**config.mk**
```make
export PLATFORM = sky130hd
export DESIGN_NAME = http_response_length_framer_core_flat
export DESIGN_NICKNAME = d
export VERILOG_FILES = /design/src/rtl/hrlf_pkg.sv /design/src/rtl/hrlf_if.sv /design/src/rtl/hrlf_in_reg.sv /design/src/rtl/hrlf_engine.sv /design/src/rtl/http_response_length_framer_core.sv /design/src/flat_wrapper.sv
export SDC_FILE = /design/constraint.sdc
export NUM_CORES = 1
export LEC_CHECK = 0
export ABC_AREA = 1
export BUFFER_PORTS_ARGS = -buffer_cell sky130_fd_sc_hd__buf_2
export CAP_MARGIN = 20
export CORE_ASPECT_RATIO = 1.75
export CORE_MARGIN = 5
export CORE_UTILIZATION = 45
export DETAILED_ROUTE_END_ITERATION = 16
export HOLD_SLACK_MARGIN = 0.1
export MAX_ROUTING_LAYER = met4
export RECOVER_POWER = 100
export SKIP_CTS_REPAIR_TIMING = 1
export SLEW_MARGIN = 25
export SYNTH_ARGS = -nofsm -noshare
export SYNTH_HDL_FRONTEND = slang
export SYNTH_HIERARCHICAL = 1
export SYNTH_SLANG_ARGS = --single-unit
```
**constraint.sdc**
```tcl
create_clock -name clk -period 13.7 [get_ports clk]
set_input_delay 2.74 -clock clk [delete_from_list [all_inputs] [get_ports clk]]
set_output_delay 2.74 -clock clk [all_outputs]
set_load 0.005 [all_outputs]
```
**src/rtl/hrlf_pkg.sv**
```systemverilog
package hrlf_pkg;

  typedef enum logic [1:0] {
    ST_INCOMPLETE = 2'd0,
    ST_COMPLETE   = 2'd1,
    ST_ERROR      = 2'd2
  } stat_t;

  typedef enum logic [2:0] {
    PH_NAME_LEAD  = 3'd0,
    PH_NAME       = 3'd1,
    PH_NAME_TRAIL = 3'd2,
    PH_VAL_LEAD   = 3'd3,
    PH_VAL        = 3'd4,
    PH_VAL_TRAIL  = 3'd5,
    PH_SKIP       = 3'd6
  } phase_t;

  localparam logic       MODE_DATA   = 1'b0;
  localparam logic       MODE_FINISH = 1'b1;
  localparam logic [3:0] KEY_LEN     = 4'd14;
  localparam logic [1:0] TERM_LAST   = 2'd3;

  localparam logic [7:0] CH_CR    = 8'h0D;
  localparam logic [7:0] CH_LF    = 8'h0A;
  localparam logic [7:0] CH_COLON = 8'h3A;

  // largest accumulator value that still takes another digit
  localparam logic [63:0] ACC_LIMIT = 64'd1844674407370955161;

  typedef struct packed {
    logic       mode;
    logic [7:0] data_byte;
  } item_t;

  // lower-case "content-length", one character per index
  function automatic logic [7:0] key_char(input logic [3:0] idx);
    logic [7:0] ch;
    unique case (idx)
      4'd0:    ch = "c";
      4'd1:    ch = "o";
      4'd2:    ch = "n";
      4'd3:    ch = "t";
      4'd4:    ch = "e";
      4'd5:    ch = "n";
      4'd6:    ch = "t";
      4'd7:    ch = "-";
      4'd8:    ch = "l";
      4'd9:    ch = "e";
      4'd10:   ch = "n";
      4'd11:   ch = "g";
      4'd12:   ch = "t";
      4'd13:   ch = "h";
      default: ch = 8'h00;
    endcase
    return ch;
  endfunction

  function automatic logic is_ws(input logic [7:0] c);
    return (c == 8'h20) || (c >= 8'h09 && c <= 8'h0D);
  endfunction

  function automatic logic [7:0] fold_case(input logic [7:0] c);
    return (c >= "A" && c <= "Z") ? c + 8'd32 : c;
  endfunction

endpackage

```
**src/rtl/hrlf_if.sv**
```systemverilog
interface hrlf_in_if;
  logic       valid;
  logic       ready;
  logic       mode;
  logic [7:0] data_byte;

  modport source (output valid, output mode, output data_byte, input ready);
  modport sink   (input valid, input mode, input data_byte, output ready);
endinterface

interface hrlf_out_if;
  logic        valid;
  logic        ready;
  logic [1:0]  status;
  logic        header_done;
  logic        length_known;
  logic [63:0] content_length;
  logic [63:0] body_bytes;
  logic        is_body_byte;

  modport source (output valid, output status, output header_done, output length_known,
                  output content_length, output body_bytes, output is_body_byte,
                  input ready);
  modport sink   (input valid, input status, input header_done, input length_known,
                  input content_length, input body_bytes, input is_body_byte,
                  output ready);
endinterface

```
**src/rtl/hrlf_in_reg.sv**
```systemverilog
module hrlf_in_reg import hrlf_pkg::*; (
  input  logic  clk,
  input  logic  rst_n,
  input  logic  in_valid,
  output logic  in_ready,
  input  item_t in_item,
  output logic  item_valid,
  input  logic  item_ready,
  output item_t item
);

  logic  valid_r, valid_nxt;
  item_t item_r;

  assign in_ready  = !valid_r || item_ready;
  assign valid_nxt = (in_valid && in_ready) || (valid_r && !item_ready);

  always_ff @(posedge clk) begin
    if (!rst_n) begin
      valid_r <= 1'b0;
    end else begin
      valid_r <= valid_nxt;
    end
  end

  always_ff @(posedge clk) begin
    if (in_valid && in_ready) begin
      item_r <= in_item;
    end
  end

  assign item_valid = valid_r;
  assign item       = item_r;

endmodule

```
**src/rtl/hrlf_engine.sv**
```systemverilog
module hrlf_engine import hrlf_pkg::*; (
  input  logic        clk,
  input  logic        rst_n,
  input  logic        item_valid,
  output logic        item_ready,
  input  item_t       item,
  output logic        out_valid,
  input  logic        out_ready,
  output logic [1:0]  out_status,
  output logic        out_header_done,
  output logic        out_length_known,
  output logic [63:0] out_content_length,
  output logic [63:0] out_body_bytes,
  output logic        out_is_body_byte
);

  stat_t       st_r, st_nxt;
  logic [1:0]  crlf_r, crlf_nxt;
  phase_t      phase_r, phase_nxt;
  logic [3:0]  idx_r, idx_nxt;
  logic        mism_r, mism_nxt;
  logic [63:0] acc_r, acc_nxt;
  logic        hasd_r, hasd_nxt;
  logic        lf_r, lf_nxt;
  logic        hf_r, hf_nxt;
  logic [63:0] body_r, body_nxt;
  logic        is_body;

  logic        ovalid_r;
  logic [1:0]  ostat_r;
  logic        ohd_r, olk_r, obody_r;
  logic [63:0] olen_r, ocnt_r;

  logic        advance;
  logic [7:0]  c;
  logic        ws;
  logic        after_cr;
  logic [63:0] acc_x10;

  assign item_ready = !ovalid_r || out_ready;
  assign advance    = item_valid && item_ready;
  assign c          = item.data_byte;
  assign ws         = is_ws(c);
  assign after_cr   = crlf_r[0];
  assign acc_x10    = {acc_r[60:0], 3'b000} + {acc_r[62:0], 1'b0};

  always_comb begin
    st_nxt    = st_r;
    crlf_nxt  = crlf_r;
    phase_nxt = phase_r;
    idx_nxt   = idx_r;
    mism_nxt  = mism_r;
    acc_nxt   = acc_r;
    hasd_nxt  = hasd_r;
    lf_nxt    = lf_r;
    hf_nxt    = hf_r;
    body_nxt  = body_r;
    is_body   = 1'b0;

    if (st_r == ST_INCOMPLETE) begin
      if (item.mode == MODE_FINISH) begin
        if (!hf_r) begin
          st_nxt = ST_ERROR;
        end else if (!lf_r || body_r >= acc_r) begin
          st_nxt = ST_COMPLETE;
        end else begin
          st_nxt = ST_ERROR;
        end
      end else if (hf_r) begin
        is_body = 1'b1;
        if (body_r != '1) begin
          body_nxt = body_r + 64'd1;
        end
        if (lf_r && body_nxt >= acc_r) begin
          st_nxt = ST_COMPLETE;
        end
      end else begin
        if (!lf_r) begin
          if (c == CH_LF && after_cr) begin
            // line end: commit or reject the value, restart name matching
            if (phase_r == PH_VAL || phase_r == PH_VAL_TRAIL) begin
              lf_nxt = hasd_r;
            end else if (phase_r == PH_VAL_LEAD) begin
              st_nxt = ST_ERROR;
            end
            phase_nxt = PH_NAME_LEAD;
            idx_nxt   = '0;
            mism_nxt  = 1'b0;
          end else begin
            unique case (phase_r) inside
              PH_NAME_LEAD, PH_NAME, PH_NAME_TRAIL: begin
                if (c == CH_COLON) begin
                  if (!mism_r && idx_r == KEY_LEN) begin
                    phase_nxt = PH_VAL_LEAD;
                    acc_nxt   = '0;
                    hasd_nxt  = 1'b0;
                  end else begin
                    phase_nxt = PH_SKIP;
                  end
                end else if (ws) begin
                  if (phase_r == PH_NAME) begin
                    phase_nxt = PH_NAME_TRAIL;
                  end
                end else begin
                  // text after inner white space never matches the key
                  if (phase_r == PH_NAME_TRAIL || mism_r || idx_r >= KEY_LEN ||
                      fold_case(c) != key_char(idx_r)) begin
                    mism_nxt = 1'b1;
                  end else begin
                    idx_nxt = idx_r + 4'd1;
                  end
                  phase_nxt = PH_NAME;
                end
              end
              PH_VAL_LEAD, PH_VAL: begin
                if (c >= "0" && c <= "9") begin
                  if (acc_r > ACC_LIMIT || (acc_r == ACC_LIMIT && c[3:0] > 4'd5)) begin
                    st_nxt = ST_ERROR;
                  end else begin
                    acc_nxt   = acc_x10 + {60'd0, c[3:0]};
                    hasd_nxt  = 1'b1;
                    phase_nxt = PH_VAL;
                  end
                end else if (ws) begin
                  if (phase_r == PH_VAL) begin
                    phase_nxt = PH_VAL_TRAIL;
                  end
                end else begin
                  st_nxt = ST_ERROR;
                end
              end
              PH_VAL_TRAIL: begin
                if (!ws) begin
                  st_nxt = ST_ERROR;
                end
              end
              default: begin
              end
            endcase
          end
        end

        if (st_nxt == ST_INCOMPLETE) begin
          if (c == CH_CR) begin
            crlf_nxt = (crlf_r == 2'd2) ? TERM_LAST : 2'd1;
          end else if (c == CH_LF && crlf_r == 2'd1) begin
            crlf_nxt = 2'd2;
          end else if (c == CH_LF && crlf_r == TERM_LAST) begin
            crlf_nxt = 2'd0;
            hf_nxt   = 1'b1;
            if (lf_nxt && acc_nxt == '0) begin
              st_nxt = ST_COMPLETE;
            end
          end else begin
            crlf_nxt = 2'd0;
          end
        end
      end
    end
  end

  always_ff @(posedge clk) begin
    if (!rst_n) begin
      st_r     <= ST_INCOMPLETE;
      crlf_r   <= '0;
      phase_r  <= PH_NAME_LEAD;
      idx_r    <= '0;
      mism_r   <= 1'b0;
      acc_r    <= '0;
      hasd_r   <= 1'b0;
      lf_r     <= 1'b0;
      hf_r     <= 1'b0;
      body_r   <= '0;
      ovalid_r <= 1'b0;
    end else begin
      if (advance) begin
        st_r    <= st_nxt;
        crlf_r  <= crlf_nxt;
        phase_r <= phase_nxt;
        idx_r   <= idx_nxt;
        mism_r  <= mism_nxt;
        acc_r   <= acc_nxt;
        hasd_r  <= hasd_nxt;
        lf_r    <= lf_nxt;
        hf_r    <= hf_nxt;
        body_r  <= body_nxt;
      end
      if (advance) begin
        ovalid_r <= 1'b1;
      end else if (out_ready) begin
        ovalid_r <= 1'b0;
      end
    end
  end

  // result register: payload needs no reset
  always_ff @(posedge clk) begin
    if (advance) begin
      ostat_r <= st_nxt;
      ohd_r   <= hf_nxt;
      olk_r   <= lf_nxt;
      olen_r  <= lf_nxt ? acc_nxt : 64'd0;
      ocnt_r  <= body_nxt;
      obody_r <= is_body;
    end
  end

  assign out_valid          = ovalid_r;
  assign out_status         = ostat_r;
  assign out_header_done    = ohd_r;
  assign out_length_known   = olk_r;
  assign out_content_length = olen_r;
  assign out_body_bytes     = ocnt_r;
  assign out_is_body_byte   = obody_r;

endmodule

```
**src/rtl/http_response_length_framer_core.sv**
```systemverilog
// Frames an HTTP response by its content-length. Each input item is one received byte
// (mode 0) or the end of the connection (mode 1); each item yields exactly one result item
// carrying the sticky status (incomplete, complete, error), whether the header block has
// ended, the parsed length if one was found, the saturating body byte count and whether this
// byte was body. One item is taken every cycle while the result channel is not stalled; an
// accepted item is loaded into the input register, and the parser state update then moves
// its result into the result register, from which it is offered; back-pressure on the
// result channel stalls the input channel.
module http_response_length_framer_core import hrlf_pkg::*; (
  input  logic              clk,
  input  logic              rst_n,
  hrlf_in_if.sink           in_ch,
  hrlf_out_if.source        out_ch
);

  item_t in_item;
  item_t item;
  logic  item_valid;
  logic  item_ready;

  assign in_item.mode      = in_ch.mode;
  assign in_item.data_byte = in_ch.data_byte;

  hrlf_in_reg u_in_reg (
    .clk        (clk),
    .rst_n      (rst_n),
    .in_valid   (in_ch.valid),
    .in_ready   (in_ch.ready),
    .in_item    (in_item),
    .item_valid (item_valid),
    .item_ready (item_ready),
    .item       (item)
  );

  hrlf_engine u_engine (
    .clk                (clk),
    .rst_n              (rst_n),
    .item_valid         (item_valid),
    .item_ready         (item_ready),
    .item               (item),
    .out_valid          (out_ch.valid),
    .out_ready          (out_ch.ready),
    .out_status         (out_ch.status),
    .out_header_done    (out_ch.header_done),
    .out_length_known   (out_ch.length_known),
    .out_content_length (out_ch.content_length),
    .out_body_bytes     (out_ch.body_bytes),
    .out_is_body_byte   (out_ch.is_body_byte)
  );

  a_body_after_headers: assert property (@(posedge clk) disable iff (!rst_n)
    out_ch.valid && out_ch.is_body_byte |-> out_ch.header_done)
    else $error("body byte reported before the header block ended");

  a_length_zero_when_unknown: assert property (@(posedge clk) disable iff (!rst_n)
    out_ch.valid && !out_ch.length_known |-> out_ch.content_length == 64'd0)
    else $error("content length nonzero without a valid length header");

  a_complete_has_body: assert property (@(posedge clk) disable iff (!rst_n)
    out_ch.valid && out_ch.status == ST_COMPLETE && out_ch.length_known
      |-> out_ch.body_bytes >= out_ch.content_length)
    else $error("complete reported with a short body");

  a_input_stalls_with_output: assert property (@(posedge clk) disable iff (!rst_n)
    item_valid && out_ch.valid && !out_ch.ready |-> !item_ready)
    else $error("item advanced into a stalled result register");

endmodule
```
**src/flat_wrapper.sv**
```systemverilog
// flat-port wrapper written by rule: the top's interface ports become plain ports
module http_response_length_framer_core_flat import hrlf_pkg::*;
  (clk, rst_n, in_ch_valid, in_ch_mode, in_ch_data_byte, in_ch_ready, out_ch_valid, out_ch_status, out_ch_header_done, out_ch_length_known, out_ch_content_length, out_ch_body_bytes, out_ch_is_body_byte, out_ch_ready);
  hrlf_in_if in_ch_i ();
  hrlf_out_if out_ch_i ();
  input  logic clk;
  input  logic rst_n;
  input wire logic [$bits(in_ch_i.valid)-1:0] in_ch_valid;
  input wire logic [$bits(in_ch_i.mode)-1:0] in_ch_mode;
  input wire logic [$bits(in_ch_i.data_byte)-1:0] in_ch_data_byte;
  output wire logic [$bits(in_ch_i.ready)-1:0] in_ch_ready;
  output wire logic [$bits(out_ch_i.valid)-1:0] out_ch_valid;
  output wire logic [$bits(out_ch_i.status)-1:0] out_ch_status;
  output wire logic [$bits(out_ch_i.header_done)-1:0] out_ch_header_done;
  output wire logic [$bits(out_ch_i.length_known)-1:0] out_ch_length_known;
  output wire logic [$bits(out_ch_i.content_length)-1:0] out_ch_content_length;
  output wire logic [$bits(out_ch_i.body_bytes)-1:0] out_ch_body_bytes;
  output wire logic [$bits(out_ch_i.is_body_byte)-1:0] out_ch_is_body_byte;
  input wire logic [$bits(out_ch_i.ready)-1:0] out_ch_ready;
  assign in_ch_i.valid = in_ch_valid;
  assign in_ch_i.mode = in_ch_mode;
  assign in_ch_i.data_byte = in_ch_data_byte;
  assign in_ch_ready = in_ch_i.ready;
  assign out_ch_valid = out_ch_i.valid;
  assign out_ch_status = out_ch_i.status;
  assign out_ch_header_done = out_ch_i.header_done;
  assign out_ch_length_known = out_ch_i.length_known;
  assign out_ch_content_length = out_ch_i.content_length;
  assign out_ch_body_bytes = out_ch_i.body_bytes;
  assign out_ch_is_body_byte = out_ch_i.is_body_byte;
  assign out_ch_i.ready = out_ch_ready;
  http_response_length_framer_core u_core (.clk(clk), .rst_n(rst_n), .in_ch(in_ch_i), .out_ch(out_ch_i));
endmodule
```
# Yosys cells after proc, flatten, opt, wreduce, memory -nomap -nowiden
# Memory sizes are Yosys's and may differ from the RTL's. A register that Yosys moved wholly into a read port is not among the register bits.
# Cells that the tools add are included.
# word_totals
wordCells	214
n_memories	1
mem_bits_ro	112
output_inout_bits	135
register_bits	287
ram_bits	0
in_bits	13
latch_bits	0
# mem_list
name	depth	word_bits	read_ports	rd_clocked_by_memory_dff	wr	line_no	source
(name not given)	16	7	1	1	0	hrlf_pkg.sv:39	unique case (idx)
# op_classes
n_reduce_logical	45
order_cmp	11
n_bitwise	5
add_sub_neg	5
n_mux	100
mul	0
n_shift	0
eq_ne	27
div	0
# ops
cell	count
$mux W64	19
$ge A64 B64 Y1	2
$pmux W64 S2	1
$mux W8	9
$add A64 B1 Y64 const B	1
$add A64 B4 Y64	1
$add A64 B64 Y64	1
$eq A64 B61 Y1 const B	1
$gt A64 B61 Y1 const B	1
$logic_not A64 Y1	1
$ne A64 B64 Y1 const B	1
$mux W2	24
$mux W1	28
$mux W4	7
$mux W3	9
$reduce_and A9 Y1	2
$eq A8 B4 Y1 const B	2
$eq A8 B6 Y1 const B	2
$logic_and A1 B1 Y1	13
$ne A2 B2 Y1 const B	6
$ne A4 B4 Y1 const B	3
$reduce_and A11 Y1	1
$logic_or A1 B1 Y1	10
$reduce_and A10 Y1	1
other kinds (31)	47

# Depth between registers and ports, before layout
# Gate-level depths: netlist of run 1.
# logic_depth
word_depth	21
ltp_mapped	30
depth_no_buf	30

# Modules after synthesis
# Netlist of run 1, hierarchy kept.
# by_module_without_submodules
module	n_inst	seq_area_each_um2	cells_each	area_each_um2
hrlf_engine	1	7016.7	4137	26349.0
hrlf_in_reg	1	290.3	16	321.6

# Worst setup path after synthesis of run 1
# No wires, ideal clock.
# synth_timing
path_kind	input-to-reg
start	input port out_ch_ready
end	register u_core.u_engine.st_r[0]
n_path_buf	2
stages	8
slack_ps	7090
setup_ps	78
arrival_ps	6531
required_ps	13622
path_cell_list	inv_1 > nand2_1 > nand2_1 > clkbuf_1 > clkbuf_1 > inv_1 > o21ai_0 > a21oi_2
# synth_via
elab_chain_len	2
# synth_rtl
element	line_no	source
start, declared	flat_wrapper.sv:19	input wire logic [$bits(out_ch_i.ready)-1:0] out_ch_ready;
$logic_or A1 B1 Y1	hrlf_engine.sv:40	assign item_ready = !ovalid_r || out_ready;
named net u_core.item_ready	http_response_length_framer_core.sv:19	logic item_ready;
$logic_and A1 B1 Y1	hrlf_engine.sv:41	assign advance = item_valid && item_ready;
named net u_core.u_engine.advance	hrlf_engine.sv:34	logic advance;
end signal, assigned	hrlf_engine.sv:177	st_r <= st_nxt;
end, declared	hrlf_engine.sv:17	stat_t st_r, st_nxt;
# The timed path passes the listed nets, and every way through them passes these cells.
# A chain may end at the register's enable or synchronous reset.

==> reports/metrics.json, run 1 <==
{
  "synthesis": {
    "ys_seq_area_share_pct": 27.40,
    "top_cells_by_area_synth": "nand2_1 17%, edfxtp_1 16%, ha_1 12%",
    "syn-instance-count": 4153,
    "synth_area_leader_cell": "nand2_1",
    "synth_warnings": 6,
    "ys_top_cells_by_count": "1198 x nand2_1, 720 x inv_1, 351 x a21oi_1, 330 x o21ai_0, 261 x ha_1",
    "synthFlopType": "dfxtp_1",
    "synth_nets": 4429,
    "avgSynthCellArea_um2": 6.422,
    "ys_types": 63,
    "postSynth.asyncResetShare_pct": 0,
    "synth_edf_count": 142,
    "synth_largest_type_area_fraction_pct": 16.86,
    "synth-seq-cells": 294,
    "syn-cell-area_um2": 26670,
    "synth_most_common_cell": "nand2_1"
  },
  "cells_and_area": {
    "postLayoutCellArea_um2": 28870,
    "fin_nets": 4505,
    "final_cell_count_no_fill": 5033,
    "post_route_cells_drive_above_1_share_pct": 4.585,
    "n_antenna_cell": 0,
    "fillCellCount": 6295,
    "final-seq-area_um2": 7307,
    "area_growth_pct": 8.257,
    "final_util_pct": 49.01,
    "multi_input_comb_area_um2": 15960
  },
  "route": {
    "post_drt_via_cell_ratio": 5.334,
    "wire_per_inst_um": 19.12,
    "first_pass_iters": 6,
    "drtIter0Drc": 1846,
    "route.detailed.drc": 0,
    "route.antenna.remaining_nets": 0,
    "detail_route.wirelength_um": 96220,
    "route.vias.total": 26850
  },
  "critical_path": {
    "critical_path.max_fanout": 60,
    "crit_chain": "buf_2, inv_1, nand2_1, nand2_1, nor2_1, clkinvlp_2, nor2_1, o21ai_0, nor2_1, nand2_1, a211oi_1, clkinv_1, ha_1, o21ai_0, o21ai_0",
    "cp_data_arrival_time_ps": 8600,
    "cp_top_family": "simple AND/OR/NAND/NOR gates",
    "timing.reg2reg.setup_slack_ps": 6340,
    "cpMaxStageDelayCell": "clkinvlp_2",
    "reg2reg_from": "u_core/u_in_reg/item[8]$_DFFE_PP_",
    "worstRegToRegCells": 15,
    "setup.worst_path.start_class": "input port",
    "cp_slowest_stage_delay_ps": 1370,
    "timing.critical_path.to_type": "flip-flop",
    "required_time_reported_for_the_critical_path_endpoint_ps": 14200,
    "crit_buf_inv": 4,
    "critical_path_class": "input port to flip-flop"
  },
  "clock_network": {
    "clk_pin_slew_ps": 70,
    "max-clock-path-buffers": 3,
    "cts_tree": "done",
    "clockRootBuffer": "clkbuf_16",
    "cts.sink_count": 294,
    "cts_max_level": 1,
    "insertion_delay_ps": 620,
    "cts_made_buffers": 30
  },
  "place": {
    "preCtsSetupSlack_ps": 7125,
    "globalplace.congestion": 1.009,
    "post-dp-hpwl_um": 75970,
    "dp_cells": 4976,
    "placement.io_buffers": 147,
    "placed_cell_area_um2": 28010
  },
  "die": {
    "design.portCount": 148,
    "floorplan.die_area_um2": 64430,
    "count_of_standard_cell_rows": 118,
    "fp.dieW_um": 194.0,
    "initial_core_util_pct": 45.27,
    "die_y_um": 332.1,
    "core_region_area_um2": 58910
  },
  "grt": {
    "groute.usage.overall_pct": 29.53,
    "grt_pass1_vias": 25690,
    "grt_antenna_before_repair": 0,
    "grt_start_max_net_pins": 85,
    "grt_pass1_wl_um": 146100,
    "grt-ovfl-total": 0
  },
  "power": {
    "sequentialPowerShare_pct": 42.2,
    "cellInternalPower_mw": 1.634,
    "power.ir.vdd_worst_v": 0.00008968,
    "p_sw_mw": 0.7741,
    "comb_power_share_pct": 21.0,
    "power.density_cell_area_nw_per_um2": 83.41,
    "netSwitchingFraction_pct": 32.14,
    "clkPwrFrac_pct": 36.8,
    "p_total_mw": 2.408,
    "cellLeakagePower_nw": 15.15
  },
  "min_path": {
    "hold_end": "u_core/u_engine/hasd_r$_SDFFE_PN0P_",
    "hp-class": "flip-flop to flip-flop",
    "holdPathStages": 2,
    "hold_path.startpoint": "u_core/u_engine/hasd_r$_SDFFE_PN0P_"
  },
  "sta": {
    "finalHoldViolCount": 0,
    "max_clock_freq_mhz": 123.5,
    "setup-tns-final_ps": 0,
    "final-setup-viol-count": 0,
    "clock-skew-final_ps": 44.74,
    "maxSlewViolCount": 584,
    "fin_crit_sh_pct": 59.10,
    "slew-limit-headroom_pct": -138.4,
    "timing_worst_slew_pin_value_ps": 3576,
    "layout_min_cycle_time_ps": 8096,
    "rsz_0062_raised_after_global_routing": "false",
    "post-route-worst-setup-slack_ps": 5604,
    "final.hold.worst_slack_ps": 473.9
  },
  "run_status": {
    "violations": "capacitance limit, slew limit",
    "status": "finished, violations left"
  },
  "run": {
    "maxCapViolations": 9
  }
}
==> logic make-up (layout without fill, tap and decap cells) <==
logic type | after synthesis | count (layout) | synth area share, %
and+or+nand+nor | 1853 | 1853 | 29.30
buffers and inverters | 878 | 978 | 12.63
AOI/OAI and AO/OA | 782 | 782 | 15.55
DFF | 294 | 294 | 27.40
adders and majority gates | 263 | 263 | 12.39
xor gates and xnor gates | 83 | 83 | 2.726
==> registers in the layout (all words and copies together) (netlist names), named ones only <==
| register | cells |
|---|---|
| u_core/u_engine/acc_r | 64 |
| u_core/u_engine/body_r | 64 |
| u_core/u_engine/crlf_r | 2 |
| u_core/u_engine/hasd_r | 1 |
| u_core/u_engine/hf_r | 1 |
| u_core/u_engine/idx_r | 4 |
| u_core/u_engine/lf_r | 1 |
| u_core/u_engine/mism_r | 1 |
| u_core/u_engine/out_body_bytes | 64 |
| u_core/u_engine/out_content_length | 64 |
| u_core/u_engine/out_header_done | 1 |
| u_core/u_engine/out_is_body_byte | 1 |
| u_core/u_engine/out_length_known | 1 |
| u_core/u_engine/out_status | 2 |
| u_core/u_engine/out_valid | 1 |
| u_core/u_engine/phase_r | 3 |
| u_core/u_engine/st_r | 2 |
| u_core/u_in_reg/item | 9 |
| u_core/u_in_reg/item_valid | 1 |
==> worst register-to-register path, delay by kind of cell (launching register included) <==
family | cells | cell delay, ps
buffers and inverters | 4 | 3350
AND/OR/NAND/NOR | 6 | 1990
AO/OA/AOI/OAI | 4 | 1120
flip-flops | 1 | 400
adder cells (fa/ha/maj) | 1 | 380
==> routing by layer <==
metal	wire length, um	part of all wire (%)	vias up	track usage, %
met5	0	0	-	-
met4	6783	7.0	0	16.68
met2	48220	50	822	51.83
li1	-	-	13570	-
met1	37210	39	12170	33.21
met3	4008	4.2	283	1.999
==> final cells by class <==
type,instances,share of cell area [%]
clock buffers,39,2.856
clock inverters,17,0.7410
inverters,760,9.906
multi-input cells,2981,55.27
flip-flops and latches,294,25.31
well taps,780,3.380
repair buffers,162,2.539
==> worst max path at each step <==
stage	startpoint	end	slack (ps)	cells after the start
final	out_ch_ready	flip-flop	5600	15
after CTS	out_ch_ready	in_ch_ready	7690	6
after global placement	out_ch_ready	flip-flop	7160	15
after floorplan	out_ch_ready	u_core/u_engine/st_r[0]$_SDFFE_PN0P_	7090	8
after detailed placement	out_ch_ready	flip-flop	7120	15
after global routing	out_ch_ready	flip-flop	4790	15
==> power by group through the flow <==
stage / registers [mW] / clock network, mW / logic, mW
after floorplan: 1.02 / 0 / 0.347
after global placement: 1.03 / 0 / 0.500
after detailed placement: 1.03 / 0 / 0.503
after CTS: 1.01 / 0.907 / 0.507
after global routing: 1.02 / 0.942 / 0.570
final: 1.02 / 0.887 / 0.506
==> cells in the final DEF (no fill, tap or decap), types with 11 or more instances in the layout <==
| cell type | instances |
|---|---|
| nand4_1 | 74 |
| nand2_1 | 1201 |
| inv_1 | 721 |
| ha_1 | 261 |
| xor2_1 | 56 |
| dfxtp_1 | 152 |
| a21oi_1 | 351 |
| nor2_1 | 261 |
| xnor2_1 | 27 |
| clkbuf_1 | 98 |
| nand3b_1 | 11 |
| nor4_1 | 23 |
| nor3_1 | 70 |
| nand3_1 | 163 |
| buf_2 | 57 |
| o21ai_0 | 340 |
| a21boi_1 | 21 |
| edfxtp_1 | 142 |
| clkbuf_16 | 30 |
| inv_2 | 32 |
No activity file was read; power rests on OpenSTA's default activity.
==> inputs of run 2 (changes only) <==
==> constraint.sdc (replaced) <==
create_clock -name clk -period 8.1 [get_ports clk]
set_input_delay 1.62 -clock clk [delete_from_list [all_inputs] [get_ports clk]]
set_output_delay 1.62 -clock clk [all_outputs]
set_load 0.005 [all_outputs]
==> run 2 against run 1 <==
  * The run still ends with capacitance limit, slew limit left
  * First-iteration DRC count down 0.76%
  * Wire length up 3.0%
  * Critical path type unchanged
  * Worst hold slack better by 13 ps
==> reports/metrics.json, run 2 (same netlist as run 1, synthesis figures left out) <==
{
  "route": {
    "route.vias.total": 27050,
    "detail_route.wirelength_um": 99130,
    "route.antenna.remaining_nets": 0,
    "route.detailed.drc": 0,
    "wire_per_inst_um": 19.69,
    "first_pass_iters": 6,
    "drtIter0Drc": 1832,
    "post_drt_via_cell_ratio": 5.374
  },
  "sta": {
    "maxSlewViolCount": 576,
    "rsz_0062_raised_after_global_routing": "false",
    "clock-skew-final_ps": 27.63,
    "final-setup-viol-count": 0,
    "timing_worst_slew_pin_value_ps": 3470,
    "post-route-worst-setup-slack_ps": 1576,
    "setup-tns-final_ps": 0,
    "slew-limit-headroom_pct": -131.3,
    "max_clock_freq_mhz": 153.3,
    "layout_min_cycle_time_ps": 6524,
    "fin_crit_sh_pct": 80.54,
    "finalHoldViolCount": 0
  },
  "die": {
    "design.portCount": 148,
    "floorplan.die_area_um2": 64430,
    "core_region_area_um2": 58910,
    "initial_core_util_pct": 45.27,
    "fp.dieW_um": 194.0,
    "count_of_standard_cell_rows": 118,
    "die_y_um": 332.1
  },
  "cells_and_area": {
    "post_route_cells_drive_above_1_share_pct": 4.584,
    "final_util_pct": 49.00,
    "n_antenna_cell": 0,
    "area_growth_pct": 8.224,
    "commonest_non_fill_non_tap_cells_in_the_layout": "1203 x nand2_1, 721 x inv_1, 353 x a21oi_1, 341 x o21ai_0",
    "fillCellCount": 6292,
    "mostFrequentLayoutCell": "nand2_1",
    "fin_nets": 4506,
    "final_cell_count_no_fill": 5034
  },
  "clock_network": {
    "cts_made_buffers": 30,
    "clockRootBuffer": "clkbuf_16",
    "cts_max_level": 1,
    "cts.sink_count": 294,
    "clk_pin_slew_ps": 70,
    "insertion_delay_ps": 610,
    "cts_tree": "done",
    "max-clock-path-buffers": 3
  },
  "place": {
    "globalplace.congestion": 1.033,
    "placement.io_buffers": 147,
    "dp_cells": 4978,
    "preCtsSetupSlack_ps": 2786,
    "post-dp-hpwl_um": 78350
  },
  "run": {
    "maxCapViolations": 10
  },
  "power": {
    "cellLeakagePower_nw": 15.14,
    "power.density_cell_area_nw_per_um2": 142.5,
    "power.ir.vdd_worst_v": 0.0001474
  },
  "critical_path": {
    "reg2reg_from": "u_core/u_engine/body_r[8]$_SDFFE_PN0P_",
    "critical_path.max_fanout": 63,
    "timing.critical_path.to_type": "flip-flop",
    "critical_path_class": "input port to flip-flop",
    "cp_data_arrival_time_ps": 7010,
    "setup.worst_path.start_class": "input port",
    "required_time_reported_for_the_critical_path_endpoint_ps": 8590,
    "critical_path.startpoint": "rst_n"
  },
  "grt": {
    "grt_antenna_before_repair": 0,
    "grt_start_max_net_pins": 94,
    "grt_pass1_wl_um": 149400,
    "grt-ovfl-total": 0,
    "grt_pass1_vias": 26150,
    "groute.usage.overall_pct": 30.30
  },
  "min_path": {
    "hp-class": "flip-flop to flip-flop",
    "hold_path.startpoint": "u_core/u_engine/hasd_r$_SDFFE_PN0P_"
  },
  "run_status": {
    "violations": "capacitance limit, slew limit",
    "status": "finished, violations left"
  }
}
[run 2: cell count changes in the layout (fill, tap and decap cells not counted), moves of 3 or more]
cell	delta
a21boi_0	+11
a21boi_1	-11
clkinvlp_4	+3
clkbuf_8	-3
[run 2: final cells by class]
type / count / area, um^2 / share of cell area [%]
Clock buffer: 34 / 797.0 / 2.761
Multi-Input combinational cell: 2981 / 15940 / 55.24
Sequential cell: 294 / 7307 / 25.32
Clock inverter: 22 / 259.0 / 0.8973
Tap cell: 780 / 975.9 / 3.381
Timing Repair Buffer: 163 / 719.4 / 2.493
Inverter: 760 / 2861 / 9.914
[run 2: where the power goes]
part / internal, mW / switching [mW] / total (mW)
clock: 0.870 / 0.661 / 1.53
sequential: 1.64 / 0.0796 / 1.72
combinational: 0.276 / 0.590 / 0.866
[run 2: worst paths after layout]
kind | endpoint | slack [ps] | cells past startpoint
worst max register to register | u_core/u_engine/out_status[1]$_DFFE_PP_ | 1740 | 27
worst min-delay path | u_core/u_engine/hasd_r$_SDFFE_PN0P_ | 490 | 2
worst min register to register | u_core/u_engine/hasd_r$_SDFFE_PN0P_ | 490 | 2
worst max-delay path | flip-flop | 1580 | 8
[run 2: metal layers]
| metal | track usage (%) | share of wire [%] |
|---|---|---|
| met1 | 33.12 | 38 |
| met2 | 54.12 | 51 |
| met3 | 2.365 | 4.1 |
| met4 | 16.99 | 7.0 |
| met5 | - | 0 |
[run 2: worst max-delay path, stage by stage]
cell	delay [ps]
clkbuf_1	280
clkinvlp_2	1180
clkbuf_1	2490
nor2_1	540
inv_1	320
ha_1	280
o21ai_0	170
o21ai_0	90
[run 2: per-stage QoR]
| step | area [um^2] | hold WS, ps | power [mW] |
|---|---|---|---|
| CTS | 29080 | 497.5 | 4.150 |
| global route | 28860 | 514.6 | 4.323 |
| detailed placement | 28030 | 480.4 | 2.606 |
| finish | 28860 | 486.6 | 4.114 |
| global placement | 28020 | 466.9 | 2.605 |
| floorplan | 26670 | 447.6 | 2.315 |
